$ cat src/rtl/fcb_pkg.sv
// shared types and constants for the free cluster bitmap allocator
// no dependencies; imported by every module of the block
`default_nettype none

package fcb_pkg;

	// field widths fixed by the request and result formats
	localparam int IDX_W = 16;
	localparam int CFG_W = 17;
	localparam int OUT_TDATA_W = 24;

	// default sizing of the bitmap
	localparam int DEF_MAX_CLUSTERS = 65536;
	localparam int DEF_WORD_BITS = 64;

	// cluster count after reset
	localparam logic [CFG_W-1:0] NUM_CLUSTERS_RST = 17'd65536;

	// request kinds
	typedef enum logic [1:0] {
		REQ_FIND   = 2'd0,
		REQ_QUERY  = 2'd1,
		REQ_FREE   = 2'd2,
		REQ_OCCUPY = 2'd3
	} req_t;

	// controller states
	typedef enum logic [2:0] {
		ST_CLEAR,
		ST_IDLE,
		ST_DECODE,
		ST_MODIFY,
		ST_SCAN,
		ST_SCAN_DONE
	} fsm_state_t;

	// commands from controller to datapath
	typedef struct packed {
		logic take;
		logic decode;
		logic modify;
		logic scan_start;
		logic scan_run;
		logic scan_out;
		logic clear_wr;
	} cmd_t;

	// status from datapath to controller
	typedef struct packed {
		logic clear_last;
		logic req_find;
		logic scan_done;
		logic out_free;
	} status_t;

endpackage

`default_nettype wire

$ cat src/rtl/fcb_ctrl.sv
// controller state machine: clearing pass, request decode, update and scan
// depends on fcb_pkg for state, command and status types
`default_nettype none

module fcb_ctrl
	import fcb_pkg::*;
(
	input  wire logic    clk,
	input  wire logic    arst_n,
	input  wire logic    s_tvalid,
	output logic         s_tready,
	input  wire status_t stat,
	output cmd_t         cmd
);

	fsm_state_t state_q, state_d;

	// state register
	always_ff @(posedge clk or negedge arst_n) begin
		if (!arst_n) begin
			state_q <= ST_CLEAR;
		end else begin
			state_q <= state_d;
		end
	end

	// next state and commands
	always_comb begin
		state_d = state_q;
		cmd = '0;
		s_tready = 1'b0;
		unique case (state_q)
			ST_CLEAR: begin
				cmd.clear_wr = 1'b1;
				if (stat.clear_last) begin
					state_d = ST_IDLE;
				end
			end
			ST_IDLE: begin
				s_tready = 1'b1;
				if (s_tvalid) begin
					cmd.take = 1'b1;
					state_d = ST_DECODE;
				end
			end
			ST_DECODE: begin
				if (stat.req_find) begin
					cmd.scan_start = 1'b1;
					state_d = ST_SCAN;
				end else begin
					cmd.decode = 1'b1;
					state_d = ST_MODIFY;
				end
			end
			ST_MODIFY: begin
				if (stat.out_free) begin
					cmd.modify = 1'b1;
					state_d = ST_IDLE;
				end
			end
			ST_SCAN: begin
				cmd.scan_run = 1'b1;
				if (stat.scan_done) begin
					state_d = ST_SCAN_DONE;
				end
			end
			ST_SCAN_DONE: begin
				if (stat.out_free) begin
					cmd.scan_out = 1'b1;
					state_d = ST_IDLE;
				end
			end
			default: begin
				state_d = ST_CLEAR;
			end
		endcase
	end

endmodule

`default_nettype wire

$ cat config.mk
export PLATFORM = sky130hd
export DESIGN_NAME = fcb_ctrl
export DESIGN_NICKNAME = d
export VERILOG_FILES = /design/src/rtl/fcb_pkg.sv /design/src/rtl/fcb_ctrl.sv
export SDC_FILE = /design/constraint.sdc
export NUM_CORES = 1
export LEC_CHECK = 0
export BUFFER_PORTS_ARGS = -buffer_cell sky130_fd_sc_hd__clkbuf_2
export CAP_MARGIN = 30
export CORE_AREA = 5 5 42 44
export DETAILED_ROUTE_END_ITERATION = 10
export DIE_AREA = 0 0 47 49
export HOLD_SLACK_MARGIN = 0.15
export SETUP_SLACK_MARGIN = 0.2
export SYNTH_ARGS = -nofsm -noshare
export SYNTH_HDL_FRONTEND = slang
export SYNTH_SLANG_ARGS = --single-unit
export TNS_END_PERCENT = 10
$ cat constraint.sdc
create_clock -name clk -period 4.1 [get_ports clk]
set_input_delay 0.41 -clock clk [delete_from_list [all_inputs] [get_ports clk]]
set_output_delay 0.41 -clock clk [all_outputs]
set_load 0.005 [all_outputs]
==> flow_summary.yaml <==
status:
  status: "complete, no violations"
finish:
  reg.largest.list: "state_q: 3 flops"
  mostFrequentLayoutCells: "14 x clkbuf_2, 5 x nor2_1, 3 x clkbuf_4, 3 x dfrtp_1"
  num-fill-cells: 169
  syn2layout_area_growth_pct: 36.02
  largest_register: "state_q"
  final_common_cell: "clkbuf_2"
  nets: 58
  seqCellArea_sq_um: 75.07
  drive_above_1_share_pct: 40.00
  antennaDiodeCount: 0
  multiInputGateArea_sq_um: 196.4
  largest_register_ffs: 3
detailed_routing:
  routed_via_density: 4.727
  dr.pass1.iters: 4
  dr.first_iter.drc_count: 3
  vias: 312
  ant_nets: 0
  routed_wl_um: 708
  post-route-drc-count: 0
  wl_per_cell_um: 10.73
place:
  place_congestion: 0.7662
  io_buffers: 14
  dp_hpwl_um: 557.5
power:
  p_comb_share_pct: 50.5
  p_per_area_nw_per_um2: 684.1
  p_leak_nw: 0.2014
  pwr-share-clk_pct: 18.0
  power.switching_w: 0.0001152
  peakVddDrop_uv: 269.1
  intPower_w: 0.0001595
  swShare_pct: 41.94
  seq_power_share_pct: 31.5
clock_network:
  root_buffer: "clkbuf_4"
  cts_tree: "yes"
  cts_resized: 0
  clkLatencyLatePin_ns: 0.22
  cts_htree_levels: 1
  cts.clk_slew.worst_paths_ns: 0.04
  clock-sinks: 3
  clockBufferDepth: 2
  cts_buffers: 3
logic_synthesis:
  synth-seq-cells: 3
  yosysSeqAreaShare_pct: 25.42
  synthCells: 34
  yosysUniqueCellTypes: 26
  avgSynthCellArea_sq_um: 8.685
  synth.cell_area_sq_um: 295.3
  synth_nets: 41
  yosysWarningCount: 0
grt:
  overflow: 0
  grtUsageTotal_pct: 6.690
  grt_pass1_vias: 294
  antenna_found_initial: 0
  grt_pass1_wl_um: 1131
  grt_max_degree: 16
critical_path:
  endpoint_kind: "output port"
  cp-start-kind: "flop"
  cp_data_arrival_time_ns: 1.34
  cpPeakStageDelay_ns: 0.48
  path_delay_family: "simple AND/OR/NAND/NOR gates"
  path_max_fanout: 13
  critPathRequiredTime_ns: 3.69
  crit_type: "flop to output port"
  slowest_stage: "dfrtp_1"
  critPathBufInv: 1
  path_cells: "or2b_1, nor2_1, and2_1, clkbuf_2"
floorplanning:
  die_y_um: 49
  die_w_um: 47
  core_area_sq_um: 1401
  io_pins: 15
  dieArea_sq_um: 2303
  initial_core_util_pct: 21.07
  row_count: 14
sta:
  setup_tns_ns: 0
  fmax_mhz: 570.6
  fin_crit_ns: 1.753
  final_max_slew_viol_count: 0
  finalCritPeriodShare_pct: 42.75
  rsz0062_at_grt: "no"
  hold_slack_ns: 0.4310
  finClkSkew_ns: 0.003681
  finalHoldViolCount: 0
  relSlewSlack_pct: 73.51
  setup_viol: 0
  worst_slew_pin_slew_ns: 0.3974
worst_hold_path:
  hold_class: "primary input to flop"
run:
  maxCapViolCount: 0
-- cell usage after synthesis (all sizes together) --
master / n / area, sq um
nor2: 5 / 18.77
dfrtp: 3 / 75.07
buf: 2 / 16.26
nand2: 2 / 7.510
nand2b: 2 / 12.51
a21o: 1 / 7.510
a21oi: 1 / 5.000
a221oi: 1 / 8.760
and2: 1 / 6.260
and4b: 1 / 10.01
and4bb: 1 / 12.51
clkbuf: 1 / 3.750
inv: 1 / 3.750
maj3: 1 / 10.01
mux2i: 1 / 10.01
nor3: 1 / 5.000
nor4b: 1 / 8.760
o211a: 1 / 10.01
o211ai: 1 / 12.51
o21ai: 1 / 5.000
o2bb2ai: 1 / 8.760
o32a: 1 / 10.01
or2b: 1 / 7.510
or3: 1 / 6.260
or4b: 1 / 13.76
-- metrics by stage --
stage	utilization (%)	power, W	instance area (sq um)	instances	setup WS, ns
finish	28.66	0.0002748	401.6	66	2.347
global route	28.66	0.0002968	401.6	66	2.235
CTS	28.66	0.0002767	401.6	66	2.337
detailed placement	26.07	0.0002243	365.4	61	2.573
global placement	26.07	0.0002245	365.4	61	2.601
floorplan	-	0.0001912	295.3	34	2.646
-- power by group through the flow --
stage | Clock [W] | Sequential (W) | Combinational, W
after floorplan | 0 | 0.0000560 | 0.000135
after global placement | 0 | 0.0000851 | 0.000139
after detailed placement | 0 | 0.0000864 | 0.000138
after CTS | 0.0000509 | 0.0000855 | 0.000140
after global routing | 0.0000546 | 0.0000900 | 0.000152
final | 0.0000495 | 0.0000865 | 0.000139
-- metal layers --
layer	part of all wire, %	wire length [um]	global-route usage, %
met1	46	324	8.352
met2	48	343	9.276
met3	5.6	40	2.583
met4	0	0	4.147
met5	0	0	0
-- logic make-up after synthesis --
family | synth area share [%]
AO/OA/AOI/OAI | 22.88
adder cells (fa/ha/maj) | 3.390
buffers and inverters | 8.047
flip-flops | 25.42
multiplexers | 3.390
AND/OR/NAND/NOR | 36.87
-- timing repair --
action,4_1_cts,5_1_grt
buffers inserted,0,0
hold buffers,1,0
hold endpoints to repair,3,0
-- cell type report --
class | count | area share, %
Multi-Input combinational cell | 27 | 48.91
Tap cell | 16 | 4.984
Sequential cell | 3 | 18.69
Timing Repair Buffer | 15 | 19.94
Inverter | 1 | 0.9346
Clock buffer | 4 | 6.542
-- final timing paths --
| check | from | to | slack, ns | cells past startpoint |
|---|---|---|---|---|
| worst max register to register | state_q[2] | state_q[0] | 2.67 | 3 |
| max in group asynchronous | arst_n | state_q[0] | 3.47 | 2 |
| worst max-delay path | state_q[1] | cmd[6] | 2.35 | 4 |
| worst min-delay path | stat[0] | state_q[2] | 0.43 | 2 |
| worst min register to register | state_q[1] | state_q[0] | 0.74 | 1 |
| min in group asynchronous | arst_n | state_q[1] | 0.52 | 2 |
Power figures use the tool's default switching activity.
